==> src/hw/rtl/keyed_integer_field_extractor_top_assert.svh <==
// ============================================================================
// keyed_integer_field_extractor_top_assert.svh
// Assertion macros shared by the extractor RTL; they expand to nothing in
// synthesis. Each macro expects clk and arst_n in the enclosing module.
// ============================================================================
`ifndef KEYED_INTEGER_FIELD_EXTRACTOR_TOP_ASSERT_SVH
`define KEYED_INTEGER_FIELD_EXTRACTOR_TOP_ASSERT_SVH
`ifndef SYNTHESIS
// plain invariant, checked at every edge out of reset
`define KIFE_ASSERT(lbl, prop, msg) \
	lbl: assert property (@(posedge clk) disable iff (!arst_n) (prop)) else $error(msg);
// same-cycle implication
`define KIFE_ASSERT_IMPL(lbl, pre, post, msg) \
	lbl: assert property (@(posedge clk) disable iff (!arst_n) (pre) |-> (post)) else $error(msg);
// next-cycle implication
`define KIFE_ASSERT_NEXT(lbl, pre, post, msg) \
	lbl: assert property (@(posedge clk) disable iff (!arst_n) (pre) |=> (post)) else $error(msg);
`else
`define KIFE_ASSERT(lbl, prop, msg)
`define KIFE_ASSERT_IMPL(lbl, pre, post, msg)
`define KIFE_ASSERT_NEXT(lbl, pre, post, msg)
`endif
`endif

==> src/hw/rtl/kife_pkg.sv <==
// ============================================================================
// kife_pkg
// Types, character codes and key tables for the keyed integer extractor.
// ============================================================================
`default_nettype none

package kife_pkg;

	// value arithmetic width (saturation limits) and result field width
	localparam int VALUE_BITS  = 32;
	localparam int FIELD_BITS  = 32;
	localparam int PROD_W      = VALUE_BITS + 4;

	// key bookkeeping
	localparam int NUM_KEYS    = 4;
	localparam int KEY_MAX_LEN = 5;
	localparam int KI_W        = 3;   // holds 0..NUM_KEYS
	localparam int MP_W        = 3;   // holds 0..KEY_MAX_LEN-1
	localparam int KSEL_W      = 2;   // selects one of NUM_KEYS

	localparam logic [KI_W-1:0] KEY_IDX_MAX = KI_W'(NUM_KEYS);

	// saturation limits
	localparam logic [VALUE_BITS-1:0] LIMIT_POS = {1'b0, {(VALUE_BITS-1){1'b1}}};
	localparam logic [VALUE_BITS-1:0] LIMIT_NEG = {1'b1, {(VALUE_BITS-1){1'b0}}};

	// character codes
	localparam logic [7:0] CH_NUL   = 8'h00;
	localparam logic [7:0] CH_TAB   = 8'h09;
	localparam logic [7:0] CH_NL    = 8'h0A;
	localparam logic [7:0] CH_VT    = 8'h0B;
	localparam logic [7:0] CH_FF    = 8'h0C;
	localparam logic [7:0] CH_CR    = 8'h0D;
	localparam logic [7:0] CH_SP    = 8'h20;
	localparam logic [7:0] CH_QUOTE = 8'h22;
	localparam logic [7:0] CH_PLUS  = 8'h2B;
	localparam logic [7:0] CH_MINUS = 8'h2D;
	localparam logic [7:0] CH_0     = 8'h30;
	localparam logic [7:0] CH_9     = 8'h39;
	localparam logic [7:0] CH_D     = 8'h44;
	localparam logic [7:0] CH_P     = 8'h50;
	localparam logic [7:0] CH_X     = 8'h58;
	localparam logic [7:0] CH_Y     = 8'h59;
	localparam logic [7:0] CH_LC_C  = 8'h63;
	localparam logic [7:0] CH_LC_M  = 8'h6D;

	// quoted keys, searched in this order; unused tail entries are never read
	localparam logic [7:0] KEY_TEXT [NUM_KEYS][KEY_MAX_LEN] = '{
		'{CH_QUOTE, CH_D, CH_QUOTE, CH_NUL, CH_NUL},
		'{CH_QUOTE, CH_P, CH_QUOTE, CH_NUL, CH_NUL},
		'{CH_QUOTE, CH_X, CH_LC_C, CH_LC_M, CH_QUOTE},
		'{CH_QUOTE, CH_Y, CH_LC_C, CH_LC_M, CH_QUOTE}
	};
	localparam logic [MP_W-1:0] KEY_LEN [NUM_KEYS] = '{3'd3, 3'd3, 3'd5, 3'd5};

	// value conversion phase
	typedef enum logic [1:0] {
		STG_SEARCH,
		STG_SKIP,
		STG_LEAD,
		STG_DIGIT
	} num_stage_t;

	// one result item
	typedef struct packed {
		logic signed [FIELD_BITS-1:0] distance;
		logic signed [FIELD_BITS-1:0] phase_value;
		logic signed [FIELD_BITS-1:0] x_position;
		logic signed [FIELD_BITS-1:0] y_position;
		logic [NUM_KEYS-1:0]          keys_found;
		logic                         value_overflow;
	} result_t;

	// mask of the first n keys
	function automatic logic [NUM_KEYS-1:0] key_mask(input logic [KI_W-1:0] n);
		logic [NUM_KEYS:0] m;
		m = ({{NUM_KEYS{1'b0}}, 1'b1} << n) - 1'b1;
		return m[NUM_KEYS-1:0];
	endfunction

endpackage

`default_nettype wire

==> src/hw/rtl/kife_in_stage.sv <==
// ============================================================================
// kife_in_stage
// Input register: holds one text byte until the parser consumes it.
// ============================================================================
`default_nettype none

module kife_in_stage (
	input  logic       clk,
	input  logic       arst_n,
	input  logic       in_valid,
	input  logic [7:0] text_byte,
	output logic       in_ready,
	input  logic       step,
	output logic       valid_s1,
	output logic [7:0] byte_s1
);
	import kife_pkg::*;

	logic accept;

	// free when empty or when the held item moves on this cycle
	assign in_ready = !valid_s1 || step;
	assign accept   = in_valid && in_ready;

	// occupancy
	always_ff @(posedge clk or negedge arst_n) begin
		if (!arst_n) begin
			valid_s1 <= 1'b0;
		end else if (accept) begin
			valid_s1 <= 1'b1;
		end else if (step) begin
			valid_s1 <= 1'b0;
		end
	end

	// payload
	always_ff @(posedge clk) begin
		if (accept) begin
			byte_s1 <= text_byte;
		end
	end

endmodule

`default_nettype wire

==> src/hw/rtl/kife_parser.sv <==
// ============================================================================
// kife_parser
// Per-line state: key matcher, atoi-style value converter and field store.
// Consumes one byte per step and builds the result at the newline.
// ============================================================================
`default_nettype none
`include "keyed_integer_field_extractor_top_assert.svh"

module kife_parser (
	input  logic              clk,
	input  logic              arst_n,
	input  logic              step,
	input  logic [7:0]        byte_s1,
	output logic              res_emit,
	output kife_pkg::result_t res
);
	import kife_pkg::*;

	// line state
	logic [KI_W-1:0]       ki_q, ki_n;
	logic [MP_W-1:0]       mp_q, mp_n;
	num_stage_t            stg_q, stg_n;
	logic                  neg_q, neg_n;
	logic [VALUE_BITS-1:0] acc_q, acc_n;
	logic [VALUE_BITS-1:0] fv_q [NUM_KEYS];
	logic [NUM_KEYS-1:0]   found_q, found_n;
	logic                  ovf_q, ovf_n;
	logic                  ne_q, ne_n;
	logic                  stop_q, stop_n;

	// byte classes
	logic is_nl, is_nul, is_digit, is_ws, is_sign, is_quote;

	// arithmetic
	logic [PROD_W-1:0]     acc_x10;
	logic [VALUE_BITS-1:0] limit;
	logic                  sat;
	logic [VALUE_BITS-1:0] acc_add;
	logic [VALUE_BITS-1:0] fin_val;
	logic [KSEL_W-1:0]     fin_idx;
	logic                  fin;
	logic                  nl_fin;

	// matcher
	logic [KSEL_W-1:0]     ksel;
	logic                  hit;
	logic                  last;

	logic [VALUE_BITS-1:0] fv_out [NUM_KEYS];

	// classify the byte
	always_comb begin
		is_nl    = byte_s1 == CH_NL;
		is_nul   = byte_s1 == CH_NUL;
		is_digit = (byte_s1 >= CH_0) && (byte_s1 <= CH_9);
		is_ws    = (byte_s1 == CH_TAB) || (byte_s1 == CH_VT) || (byte_s1 == CH_FF) ||
		           (byte_s1 == CH_CR) || (byte_s1 == CH_SP);
		is_sign  = (byte_s1 == CH_PLUS) || (byte_s1 == CH_MINUS);
		is_quote = byte_s1 == CH_QUOTE;
	end

	// acc*10 + digit with saturation; limit is one larger for negatives
	assign acc_x10 = PROD_W'({acc_q, 3'b000}) + PROD_W'({acc_q, 1'b0}) + PROD_W'(byte_s1[3:0]);
	assign limit   = neg_q ? LIMIT_NEG : LIMIT_POS;
	assign sat     = acc_x10 > PROD_W'(limit);
	assign acc_add = sat ? limit : acc_x10[VALUE_BITS-1:0];

	// finished value goes to the slot of the last key found.
	// Every key ends in a quote, which already closes a running value, so a
	// key completion never has to finish a value itself: the stored value is
	// always built from the registered accumulator.
	assign fin_val = neg_q ? (~acc_q + 1'b1) : acc_q;
	assign fin_idx = KSEL_W'(ki_q - 1'b1);
	assign nl_fin  = stg_q != STG_SEARCH;

	// key matcher lookup
	assign ksel = ki_q[KSEL_W-1:0];
	assign hit  = byte_s1 == KEY_TEXT[ksel][mp_q];
	assign last = (mp_q + 1'b1) == KEY_LEN[ksel];

	// next line state
	always_comb begin
		ki_n    = ki_q;
		mp_n    = mp_q;
		stg_n   = stg_q;
		neg_n   = neg_q;
		acc_n   = acc_q;
		found_n = found_q;
		ovf_n   = ovf_q;
		ne_n    = ne_q;
		stop_n  = stop_q;
		fin     = 1'b0;
		if (step) begin
			if (is_nl) begin
				ki_n    = '0;
				mp_n    = '0;
				stg_n   = STG_SEARCH;
				neg_n   = 1'b0;
				acc_n   = '0;
				found_n = '0;
				ovf_n   = 1'b0;
				ne_n    = 1'b0;
				stop_n  = 1'b0;
			end else begin
				ne_n = 1'b1;
				if (!stop_q) begin
					if (is_nul) begin
						// string end: close the value, ignore the rest of the line
						fin    = stg_q != STG_SEARCH;
						stg_n  = STG_SEARCH;
						stop_n = 1'b1;
					end else if (stg_q == STG_SKIP) begin
						stg_n = STG_LEAD;
					end else begin
						// value conversion
						case (stg_q)
							STG_LEAD: begin
								if (is_sign) begin
									neg_n = byte_s1 == CH_MINUS;
									stg_n = STG_DIGIT;
								end else if (is_digit) begin
									acc_n = acc_add;
									ovf_n = ovf_q || sat;
									stg_n = STG_DIGIT;
								end else if (!is_ws) begin
									fin   = 1'b1;
									stg_n = STG_SEARCH;
								end
							end
							STG_DIGIT: begin
								if (is_digit) begin
									acc_n = acc_add;
									ovf_n = ovf_q || sat;
								end else begin
									fin   = 1'b1;
									stg_n = STG_SEARCH;
								end
							end
							default: begin
							end
						endcase
						// key search overlaps the value
						if (ki_q != KEY_IDX_MAX) begin
							if (hit && last) begin
								found_n = found_q | (NUM_KEYS'(1) << ksel);
								ki_n    = ki_q + 1'b1;
								mp_n    = '0;
								stg_n   = STG_SKIP;
								neg_n   = 1'b0;
								acc_n   = '0;
							end else if (hit) begin
								mp_n = mp_q + 1'b1;
							end else begin
								mp_n = {{(MP_W-1){1'b0}}, is_quote};
							end
						end
					end
				end
			end
		end
	end

	// control registers
	always_ff @(posedge clk or negedge arst_n) begin
		if (!arst_n) begin
			ki_q    <= '0;
			mp_q    <= '0;
			stg_q   <= STG_SEARCH;
			neg_q   <= 1'b0;
			acc_q   <= '0;
			found_q <= '0;
			ovf_q   <= 1'b0;
			ne_q    <= 1'b0;
			stop_q  <= 1'b0;
		end else begin
			ki_q    <= ki_n;
			mp_q    <= mp_n;
			stg_q   <= stg_n;
			neg_q   <= neg_n;
			acc_q   <= acc_n;
			found_q <= found_n;
			ovf_q   <= ovf_n;
			ne_q    <= ne_n;
			stop_q  <= stop_n;
		end
	end

	// field store: cleared per line, missing keys read as zero
	always_ff @(posedge clk or negedge arst_n) begin
		if (!arst_n) begin
			for (int i = 0; i < NUM_KEYS; i++) begin
				fv_q[i] <= '0;
			end
		end else if (step && is_nl) begin
			for (int i = 0; i < NUM_KEYS; i++) begin
				fv_q[i] <= '0;
			end
		end else if (fin) begin
			fv_q[fin_idx] <= fin_val;
		end
	end

	// result at the newline, with any running value closed
	always_comb begin
		res_emit = is_nl && ne_q;
		for (int i = 0; i < NUM_KEYS; i++) begin
			fv_out[i] = (nl_fin && (fin_idx == KSEL_W'(i))) ? fin_val : fv_q[i];
		end
		res.distance       = FIELD_BITS'(signed'(fv_out[0]));
		res.phase_value    = FIELD_BITS'(signed'(fv_out[1]));
		res.x_position     = FIELD_BITS'(signed'(fv_out[2]));
		res.y_position     = FIELD_BITS'(signed'(fv_out[3]));
		res.keys_found     = found_q;
		res.value_overflow = ovf_q;
	end

	`KIFE_ASSERT(a_key_idx_range, ki_q <= KEY_IDX_MAX, "key index past last key")
	`KIFE_ASSERT(a_mask_in_order, found_q == key_mask(ki_q), "found mask not in key order")
	`KIFE_ASSERT_IMPL(a_value_has_key, stg_q != STG_SEARCH, ki_q != '0, "value without key")
	`KIFE_ASSERT_NEXT(a_nl_clears, step && is_nl, !ne_q && (ki_q == '0) && !ovf_q, "line not cleared")

endmodule

`default_nettype wire

==> src/hw/rtl/kife_out_stage.sv <==
// ============================================================================
// kife_out_stage
// Result register: holds one result item until the consumer takes it.
// ============================================================================
`default_nettype none
`include "keyed_integer_field_extractor_top_assert.svh"

module kife_out_stage (
	input  logic              clk,
	input  logic              arst_n,
	input  logic              load,
	input  kife_pkg::result_t res_in,
	input  logic              out_ready,
	output logic              out_valid,
	output kife_pkg::result_t res_q
);
	import kife_pkg::*;

	logic out_valid_q;

	assign out_valid = out_valid_q;

	// occupancy
	always_ff @(posedge clk or negedge arst_n) begin
		if (!arst_n) begin
			out_valid_q <= 1'b0;
		end else if (load) begin
			out_valid_q <= 1'b1;
		end else if (out_ready) begin
			out_valid_q <= 1'b0;
		end
	end

	// payload
	always_ff @(posedge clk) begin
		if (load) begin
			res_q <= res_in;
		end
	end

	`KIFE_ASSERT(a_no_overrun, !(load && out_valid_q && !out_ready), "result overwritten")

endmodule

`default_nettype wire

==> src/hw/rtl/keyed_integer_field_extractor_top.sv <==
// ============================================================================
// keyed_integer_field_extractor_top: extracts D, P, Xcm, Ycm integers per line
// Throughput: one text byte per cycle, except while a newline's result has nowhere to go.
// A newline passes from the input register through the parser into the result register, which raises out_valid.
// A newline waits in the input register while an earlier result is unread.
// Reset (arst_n low, async): input and result registers empty, line state clear.
// ============================================================================
`default_nettype none

module keyed_integer_field_extractor_top (
	input  logic                                 clk,
	input  logic                                 arst_n,
	input  logic                                 in_valid,
	output logic                                 in_ready,
	input  logic [7:0]                           text_byte,
	output logic                                 out_valid,
	input  logic                                 out_ready,
	output logic signed [kife_pkg::FIELD_BITS-1:0] distance,
	output logic signed [kife_pkg::FIELD_BITS-1:0] phase_value,
	output logic signed [kife_pkg::FIELD_BITS-1:0] x_position,
	output logic signed [kife_pkg::FIELD_BITS-1:0] y_position,
	output logic [kife_pkg::NUM_KEYS-1:0]        keys_found,
	output logic                                 value_overflow
);
	import kife_pkg::*;

	logic       valid_s1;
	logic [7:0] byte_s1;
	logic       step;
	logic       res_emit;
	result_t    res_d;
	result_t    res_q;

	// a newline waits only when its result has nowhere to go
	assign step = valid_s1 && !(res_emit && out_valid && !out_ready);

	kife_in_stage u_in (
		.clk       (clk),
		.arst_n    (arst_n),
		.in_valid  (in_valid),
		.text_byte (text_byte),
		.in_ready  (in_ready),
		.step      (step),
		.valid_s1  (valid_s1),
		.byte_s1   (byte_s1)
	);

	kife_parser u_parse (
		.clk      (clk),
		.arst_n   (arst_n),
		.step     (step),
		.byte_s1  (byte_s1),
		.res_emit (res_emit),
		.res      (res_d)
	);

	kife_out_stage u_out (
		.clk       (clk),
		.arst_n    (arst_n),
		.load      (step && res_emit),
		.res_in    (res_d),
		.out_ready (out_ready),
		.out_valid (out_valid),
		.res_q     (res_q)
	);

	// result fields to ports
	assign distance       = res_q.distance;
	assign phase_value    = res_q.phase_value;
	assign x_position     = res_q.x_position;
	assign y_position     = res_q.y_position;
	assign keys_found     = res_q.keys_found;
	assign value_overflow = res_q.value_overflow;

endmodule

`default_nettype wire

==> config.mk <==
export PLATFORM = sky130hd
export DESIGN_NAME = keyed_integer_field_extractor_top
export DESIGN_NICKNAME = d
export VERILOG_FILES = /design/src/hw/rtl/kife_pkg.sv /design/src/hw/rtl/kife_in_stage.sv /design/src/hw/rtl/kife_parser.sv /design/src/hw/rtl/kife_out_stage.sv /design/src/hw/rtl/keyed_integer_field_extractor_top.sv
export VERILOG_INCLUDE_DIRS = /design/src /design/src/hw/rtl
export SDC_FILE = /design/constraint.sdc
export NUM_CORES = 1
export LEC_CHECK = 0
export BUFFER_PORTS_ARGS = -buffer_cell sky130_fd_sc_hd__buf_4
export CAP_MARGIN = 20
export CELL_PAD_IN_SITES_DETAIL_PLACEMENT = 0
export CELL_PAD_IN_SITES_GLOBAL_PLACEMENT = 1
export CORE_ASPECT_RATIO = 1.1
export CORE_MARGIN = 10
export CORE_UTILIZATION = 51
export DETAILED_ROUTE_END_ITERATION = 10
export HOLD_SLACK_MARGIN = 0.03
export PLACE_DENSITY_LB_ADDON = 0.1
export SYNTH_ARGS = -nofsm -noshare
export SYNTH_HDL_FRONTEND = slang
export SYNTH_SLANG_ARGS = --single-unit
==> constraint.sdc <==
create_clock -name clk -period 9.9 [get_ports clk]
set_clock_uncertainty 0.2 [all_clocks]
set_input_delay 1.485 -clock clk [delete_from_list [all_inputs] [get_ports clk]]
set_output_delay 1.485 -clock clk [all_outputs]
set_load 0.05 [all_outputs]
==> summary.txt, run 1 <==
Placement
  • DP HPWL: about 28 mm
  • Port bufs: about 150
  • Dpl cells: 2125
  • Gpl congestion: 0.8796

Detailed routing
  • DR pass1 iterations: 5
  • Drt first-iter violations: 1064
  • WL/cell: 19.01 um
  • Antenna Violating Nets Remaining: 0
  • DR DRC count: 0
  • Drt total wl: 41.62 mm
  • Number of vias per cell: 5.772
  • Vias: 12634

GRT
  • First-pass GRT wire length: 66.55 mm
  • Grt total ovfl: 0
  • Vias in the first global route: 11878
  • Initial antenna violation count: 0
  • GR Util All Layers: 20.54%
  • Pin count of the biggest net entering global routing: 76

Logic synthesis
  • Synth Instances: 1644
  • Count of cell types in the netlist: 59
  • Synth async-reset ratio: 55.80%
  • Compound-gate portion of the synthesized area: roughly 16%
  • Adder-cell share of the synthesized area: 8.265%
  • Most frequent cell after synthesis: o21ai_0
  • Synth Area in Simple Gates: 16.08%
  • Register bit count reported by yosys: 319
  • Post-synth EDFFs: between 100 and 150
  • Post-synth top area cell: dfrtp_1
  • Synth cell count leaders: 300 x o21ai_0, 228 x nand2_1, 178 x dfrtp_1
  • Synthesized Nets: 1763
  • Post-synthesis sequential area ratio: a little over half
  • Area share of the largest cell type after synthesis: 27.19%
  • Post-Syn Area per Cell: 9.963 um^2
  • Xor/xnor share of the synthesized area: ~3.6%
  • Dominant synthesized flop cell: dfrtp_1
  • Top post-synthesis cells by area: dfrtp_1 27%, edfxtp_1 26%, o21ai_0 9.2%, ha_1 8.0%, nand3_1 5.2%
  • Largest family of logic cells by synthesized area: simple AND/OR/NAND/NOR gates
  • Yosys warning total: 0
  • Multiplexer share of the synthesized area: 0.1222%
  • Synthesized area: 16380 um^2

Clock tree
  • Clock transition at path regs: 0.06 ns
  • Setup bufs post-CTS: 0
  • Clock Tree Buf Depth: 3
  • Root Buffer: clkbuf_16
  • Total CTS buffers: 34
  • Post_cts resized: 0
  • Cts-stage hold buffer count: 0
  • Htree depth: 2
  • CTS tree: built
  • Worst-skew pair later-pin latency: around 0.53 ns
  • Clock sink count: 319

Final layout
  • Fin cells: 2189
  • Area Growth Syn to Fin: 16.02%
  • Share of cells above drive strength 1: roughly 13%
  • Final #Nets: 1864
  • # fillers: 2755
  • Diode count: 0
  • Post-layout utilization of the core: 60.20%

Critical path
  • Critical Path Sink: u_parse.acc_q[21]
  • FF-to-FF End: u_parse.acc_q[21]
  • Setup slack, reg-to-reg: 2.88 ns
  • CP Class: register to register
  • Critical path launch point: u_in.byte_s1[3]
  • Critical path launch point type: register
  • Arrival time at the worst endpoint: ~7 ns
  • Reg-to-Reg Start: u_in.byte_s1[3]
  • Reg2Reg Depth: 22
  • Worst path required time: 10.06 ns
  • Critical path fanouts, max: 22
  • Nature of the critical path endpoint: register

Timing
  • RSZ-0062 raised after global routing: no
  • Worst-Margin Slew: about 1.1 ns
  • Fin. Hold Viols: 0
  • Setup violators final: 0
  • Max_slew headroom: 27.18%
  • Final worst-path cycle share: 70.93%
  • Setup TNS: 0 ns
  • F_max: roughly 140 MHz
  • Max Slew Vio Count: 0
  • Final min period: about 7.0 ns

Floorplan
  • FP Rows: 68
  • Die width: 190.9 um
  • Die height: 208.0 um
  • Initial core utilization: 51.89%
  • Core Area: between 30000 and 40000 um^2
  • Boundary Pins: between 100 and 150
  • Full die area: about 40000 um^2

Pwr
  • Combinational share of power: 14.3%
  • Net Switching: 0.9476 mW
  • VDD IR max: approximately 110 uV
  • Internal power: 2.541 mW
  • Reg power frac: 48.9%
  • Clock power share: 36.8%
  • Leakage: 8.706 nW
  • Net Sw Frac: 27.17%
  • Pwr Density: 183.6 nW/um^2

Run status
  • Status: completed

Worst hold path
  • Worst min-delay path class: register to register

Flow run
  • MaxCap Viol Count: 0
layer usage:
layer | share of wire (%) | vias to the layer above | GRT usage [%]
li1 | - | 6189 | -
met1 | 47 | 6096 | 29.72
met3 | 5.3 | 62 | 3.262
met4 | 2.3 | 0 | 5.822
met2 | 45 | 287 | 31.21
met5 | 0 | - | 0
per-stage QoR:
step	worst slack, ns	area (um^2)	hold WS [ns]	power [mW]
2_1_floorplan	3.932	16380	0.2256	2.055
3_3_place_gp	2.995	17830	0.2332	2.199
3_5_place_dp	2.836	17830	0.2419	2.223
4_1_cts	2.815	18940	0.2452	3.500
5_1_grt	2.268	19000	0.2569	3.676
6_report	2.878	19000	0.2441	3.488
registers in the layout, indices dropped and copies added (netlist names):
signal           cells
u_parse.stg_q        2
u_parse.acc_q       32
u_parse.ovf_q        1
u_parse.ne_q         1
u_parse.fv_q       128
u_parse.found_q      4
u_out.res_q        133
u_in.valid_s1        1
u_parse.stop_q       1
u_out.out_valid      1
u_parse.neg_q        1
u_in.byte_s1         8
u_parse.mp_q         3
u_parse.ki_q         3
cells by family after synthesis:
logic type               Yosys count
AND/OR/NAND/NOR                  553
XOR/XNOR                          67
adder cells (fa/ha/maj)          107
AO/OA/AOI/OAI                    467
multiplexers                       2
flip-flops                       319
buffers and inverters            129
cells in the final DEF (no fill, tap or decap), types with 8 or more instances in the layout:
cell         n
o21ai_0    300
clkbuf_1    13
edfxtp_1   141
o31ai_1      8
ha_1       105
buf_4      160
nand2_1    224
o21ai_1      8
a21oi_1     62
a21o_1      13
a211oi_1    11
o211ai_1    18
or3_1        9
nand2b_1    12
xor2_1      36
inv_1       29
nand4_1     35
or4_1        9
dfrtp_1    177
nand3_1    170
clkbuf_16   35
nor3_1      11
xnor2_1     29
nor2_1      32
cell type report:
cell class	count	area [um^2]	share of cell area (%)
multi-input combinational	1196	7295	38.39
clock buffer	53	993.5	5.228
tap	420	525.5	2.765
clock inverter	7	113.9	0.5992
timing repair buffer	165	1277	6.722
inverter	29	108.9	0.5728
sequential	319	8690	45.73
worst max-delay path, cell delays in order, from the launching register on:
cell and delay [ns]:
edfxtp_1 0.52, fa_1 0.57, fa_1 0.50, a211oi_1 0.23
o21ai_0 0.20, o21ai_0 0.25, nand2_1 0.20, a21o_1 0.22
a21o_1 0.17, a21oi_1 0.16, xor2_1 0.21, inv_1 0.07
ha_1 0.29, nand4_1 0.11, or3_1 0.40, nor4_1 0.39
nand2_1 0.12, a22oi_1 0.17, o21ai_0 0.15, or4_1 0.55
o211ai_1 0.63, buf_4 0.40, o211ai_1 0.14
worst min-delay path by stage:
stage                  startpoint              to  slack, ns  cells past startpoint
2_1_floorplan       u_parse.ovf_q  u_out.res_q[0]       0.23                      0
3_3_place_gp        u_parse.ovf_q  u_out.res_q[0]       0.23                      0
3_5_place_dp   u_parse.found_q[2]  u_out.res_q[3]       0.24                      0
4_1_cts             u_parse.ovf_q  u_out.res_q[0]       0.25                      0
5_1_grt             u_parse.ovf_q  u_out.res_q[0]       0.26                      0
6_report            u_parse.ovf_q  u_out.res_q[0]       0.24                      0
power by group through the flow:
stage                     Combinational [mW]  Sequential, mW  Clock [mW]
after global routing                   0.593            1.73        1.36
after CTS                              0.496            1.70        1.30
after floorplan                        0.362            1.69           0
after detailed placement               0.492            1.73           0
after global placement                 0.478            1.72           0
final                                  0.499            1.71        1.28
Power figures use the tool's default switching activity.
==> run 2: changes to the inputs <==
--- a/config.mk
+++ b/config.mk
@@ -6,13 +6,14 @@
 export SDC_FILE = /design/constraint.sdc
 export NUM_CORES = 1
 export LEC_CHECK = 0
+export ABC_AREA = 1
 export BUFFER_PORTS_ARGS = -buffer_cell sky130_fd_sc_hd__buf_4
 export CAP_MARGIN = 20
 export CELL_PAD_IN_SITES_DETAIL_PLACEMENT = 0
 export CELL_PAD_IN_SITES_GLOBAL_PLACEMENT = 1
 export CORE_ASPECT_RATIO = 1.1
 export CORE_MARGIN = 10
-export CORE_UTILIZATION = 51
+export CORE_UTILIZATION = 42
 export DETAILED_ROUTE_END_ITERATION = 10
 export HOLD_SLACK_MARGIN = 0.03
 export PLACE_DENSITY_LB_ADDON = 0.1
==> constraint.sdc (replaced) <==
create_clock -name clk -period 6.27 [get_ports clk]
set_clock_uncertainty 0.2 [all_clocks]
set_input_delay 0.9405 -clock clk [delete_from_list [all_inputs] [get_ports clk]]
set_output_delay 0.9405 -clock clk [all_outputs]
set_load 0.05 [all_outputs]
==> run 2 against run 1 <==
Critical path depth is 7 higher. Synthesized area is 12% higher. Largest power group is now combinational cells. Non-clock buffer count is 2 lower. Highest routed layer unchanged. Critical path type unchanged. First-iteration DRC count is 12% higher. Register-to-register slack worse by 1.7 ns.
==> summary.txt, run 2 <==
Detailed routing
  • WL/cell: 17.89 um (was 19.01 um)
  • Number of vias per cell: 5.195 (was 5.772)
  • Drt first-iter violations: 1192 (was 1064)
  • Met2 Wirelength: 23.87 mm (was 18.83 mm)
  • Met1 Wirelength: 24.16 mm (was 19.65 mm)
  • Antenna Violating Nets Remaining: 0 (unchanged)
  • Metal3 WL: 2.682 mm (was 2.197 mm)
  • DR DRC count: 0 (unchanged)
  • Drt total wl: 51.55 mm (was 41.62 mm)
  • DR pass1 iterations: 5 (unchanged)
  • Vias: 14971 (was 12634)
  • Highest routed layer: met4 (unchanged)

Final layout
  • Area Growth Syn to Fin: 14.78% (was 16.02%)
  • Diode count: 0 (unchanged)
  • Most frequent cells in the layout: 512 x nand2_1, 261 x inv_1, 222 x o21ai_0 (was 300 x o21ai_0, 224 x nand2_1, 177 x dfrtp_1)
  • Biggest regs: u_out.res_q (133), u_parse.fv_q (128), u_parse.acc_q (32) (unchanged)
  • Fin cells: 2882 (was 2189)
  • Most flop-heavy register: u_out.res_q (unchanged)
  • Max reg flops: 133 (unchanged)
  • Most common cell after layout, fill and taps aside: nand2_1 (was o21ai_0)
  • Design area: 21090 um^2 (was 19000 um^2)
  • Final #Nets: 2402 (was 1864)
  • Share of cells above drive strength 1: 13.99% (was 13.45%)

Critical path
  • Arrival time at the worst endpoint: 5.28 ns (was 7.18 ns)
  • Critical path launch point type: register (unchanged)
  • Nature of the critical path endpoint: register (unchanged)
  • Slowest CP cell: dfrtp_1 (was o211ai_1)
  • Critical path fanouts, max: 31 (was 22)
  • Most frequent CP cell: nand2_1 (was o21ai_0)
  • Worst path required time: 6.48 ns (was 10.06 ns)
  • CP Class: register to register (unchanged)
  • Max stage delay on crit path: 0.62 ns (was 0.63 ns)

Worst hold path
  • Worst min-delay path class: input port to asynchronous set/reset pin (was register to register)

GRT
  • Pin count of the biggest net entering global routing: 134 (was 76)
  • GR Util All Layers: 19.31% (was 20.54%)
  • Grt total ovfl: 0 (unchanged)
  • Initial antenna violation count: 0 (unchanged)
  • First-pass GRT wire length: 81.20 mm (was 66.55 mm)
  • Vias in the first global route: 14430 (was 11878)

Timing
  • Max Slew Vio Count: 0 (unchanged)
  • Final worst-path cycle share: 80.90% (was 70.93%)
  • Setup TNS: 0 ns (unchanged)
  • RSZ-0062 raised after global routing: no (unchanged)
  • Setup violators final: 0 (unchanged)
  • Fin. Hold Viols: 0 (unchanged)
  • Max_slew headroom: 27.98% (was 27.18%)
  • Final min period: 5.072 ns (was 7.022 ns)
  • F_max: 197.1 MHz (was 142.4 MHz)
  • Worst-Margin Slew: 1.077 ns (was 1.084 ns)

Logic synthesis
  • Top post-synthesis cells by area: dfrtp_1 24%, edfxtp_1 23%, nand2_1 10%, ha_1 7.1%, o21ai_0 6.0% (was dfrtp_1 27%, edfxtp_1 26%, o21ai_0 9.2%, ha_1 8.0%, nand3_1 5.2%)
  • Register bit count reported by yosys: 319 (unchanged)
  • Synth async-reset ratio: 55.80% (unchanged)
  • Synth Instances: 2170 (was 1644)
  • Count of cell types in the netlist: 50 (was 59)
  • Post-synth EDFFs: 141 (unchanged)
  • Most frequent cell after synthesis: nand2_1 (was o21ai_0)
  • Synthesized area: 18380 um^2 (was 16380 um^2)
  • Post-synth top area cell: dfrtp_1 (unchanged)
  • Post-Syn Area per Cell: 8.468 um^2 (was 9.963 um^2)
  • Area share of the largest cell type after synthesis: 24.24% (was 27.19%)
  • Yosys warning total: 0 (unchanged)
  • Post-synthesis sequential area ratio: 47.28% (was 53.04%)
  • Synth cell count leaders: 512 x nand2_1, 261 x inv_1, 222 x o21ai_0 (was 300 x o21ai_0, 228 x nand2_1, 178 x dfrtp_1)
  • Dominant synthesized flop cell: dfrtp_1 (unchanged)
  • Synthesized Nets: 2289 (was 1763)

Placement
  • DP Area: 19920 um^2 (was 17830 um^2)
  • DP HPWL: 36.61 mm (was 28.38 mm)
  • Dpl cells: 2821 (was 2125)
  • Gpl congestion: 0.8473 (was 0.8796)
  • Port bufs: 146 (unchanged)

Clock tree
  • Root Buffer: clkbuf_16 (unchanged)
  • Clock sink count: 319 (unchanged)
  • Htree depth: 2 (unchanged)
  • Total CTS buffers: 34 (unchanged)
  • Clock Tree Buf Depth: 3 (unchanged)
  • Clock transition at path regs: 0.06 ns (about the same)
  • Cts-stage hold buffer count: 0 (unchanged)
  • Worst-skew pair later-pin latency: 0.52 ns (was 0.53 ns)
  • Setup bufs post-CTS: 0 (unchanged)
  • CTS tree: built (unchanged)
  • Post_cts resized: 0 (unchanged)

Pwr
  • Pwr Density: 484.6 nW/um^2 (was 183.6 nW/um^2)
  • Power consumption: 10.22 mW (was 3.488 mW)
  • VDD IR max: 212.3 uV (was 106.0 uV)
  • Leakage: 9.695 nW (was 8.706 nW)

Floorplan
  • Die height: 239.4 um (was 208.0 um)
  • Boundary Pins: 147 (unchanged)
  • Full die area: 52530 um^2 (was 39690 um^2)
  • Die width: 219.4 um (was 190.9 um)
  • Core Area: 43340 um^2 (was 31570 um^2)
  • Initial core utilization: 42.40% (was 51.89%)
  • FP Rows: 80 (was 68)

Run status
  • Status: completed (unchanged)

Flow run
  • MaxCap Viol Count: 0 (unchanged)
[run 2: changes by cell type in the layout (fill, tap and decap cells not counted), moves of 18 or more]
cell      delta
inv_1      +232
o211ai_1    -18
o21ai_1     +24
o21ai_2     +31
o22ai_1    +110
a21oi_1     +25
nand4_1     -18
nand3_1    -136
nor2_1     +151
xnor2_1     -19
nand2_1    +288
o21ai_0     -78
[run 2: worst paths after layout]
kind | slack, ns | cells after the start | end | startpoint
max in group asynchronous | 4.58 | 2 | u_parse.fv_q[14] | arst_n
setup / recovery | 1.20 | 29 | u_parse.acc_q[0] | u_parse.acc_q[0]
min in group clk | 0.26 | 0 | u_out.res_q[0] | u_parse.ovf_q
setup reg to reg | 1.20 | 29 | u_parse.acc_q[0] | u_parse.acc_q[0]
hold reg to reg | 0.26 | 0 | u_out.res_q[0] | u_parse.ovf_q
hold / removal | 0.17 | 1 | u_parse.mp_q[2] | arst_n
[run 2: critical path: cells and delay by family (launching register included)]
| kind | cells | cell delay (ns) |
|---|---|---|
| fa+ha+maj | 3 | 1.19 |
| flops | 1 | 0.62 |
| simple gates | 22 | 2.31 |
| xor+xnor | 1 | 0.21 |
| compound gates | 2 | 0.29 |
| buf+inv | 1 | 0.09 |
[run 2: cells by family after synthesis]
family | after synthesis | synth area share (%)
AOI/OAI and AO/OA | 509 | 15.66
adders and majority gates | 107 | 7.368
buffers and inverters | 362 | 8.055
and+or+nand+nor | 810 | 18.51
xor gates and xnor gates | 63 | 3.125
DFF | 319 | 47.28
[run 2: per-stage QoR]
| stage | hold slack [ns] | util [%] | setup slack (ns) |
|---|---|---|---|
| floorplan | 0.2249 | - | 0.7988 |
| global placement | 0.2602 | 45.96 | 1.311 |
| detailed placement | 0.2509 | 45.96 | 1.213 |
| CTS | 0.1832 | 48.66 | 1.202 |
| global route | 0.1992 | 48.66 | 0.6257 |
| finish | 0.1652 | 48.66 | 1.198 |
[run 2: layout make-up]
type | instances | area (um^2)
inverter | 276 | 1036
clock buffer | 39 | 890.9
multi-input combinational | 1489 | 8224
timing repair buffer | 163 | 1252
clock inverter | 22 | 279.0
sequential | 319 | 8690
fill | 4222 | 22250
tap | 574 | 718.2
[run 2: report_power, final]
group          switching (mW)  total, mW  internal [mW]
logic                    3.49       5.09           1.60
clock network           0.834       2.11           1.27
registers               0.344       3.02           2.68
total                    4.67       10.2           5.55
[run 2: metal layers]
metal / GRT usage [%] / vias to the layer above
li1: - / 7435
met1: 27.19 / 7109
met2: 31.17 / 376
met3: 2.284 / 51
met4: 4.328 / 0
met5: 0 / -
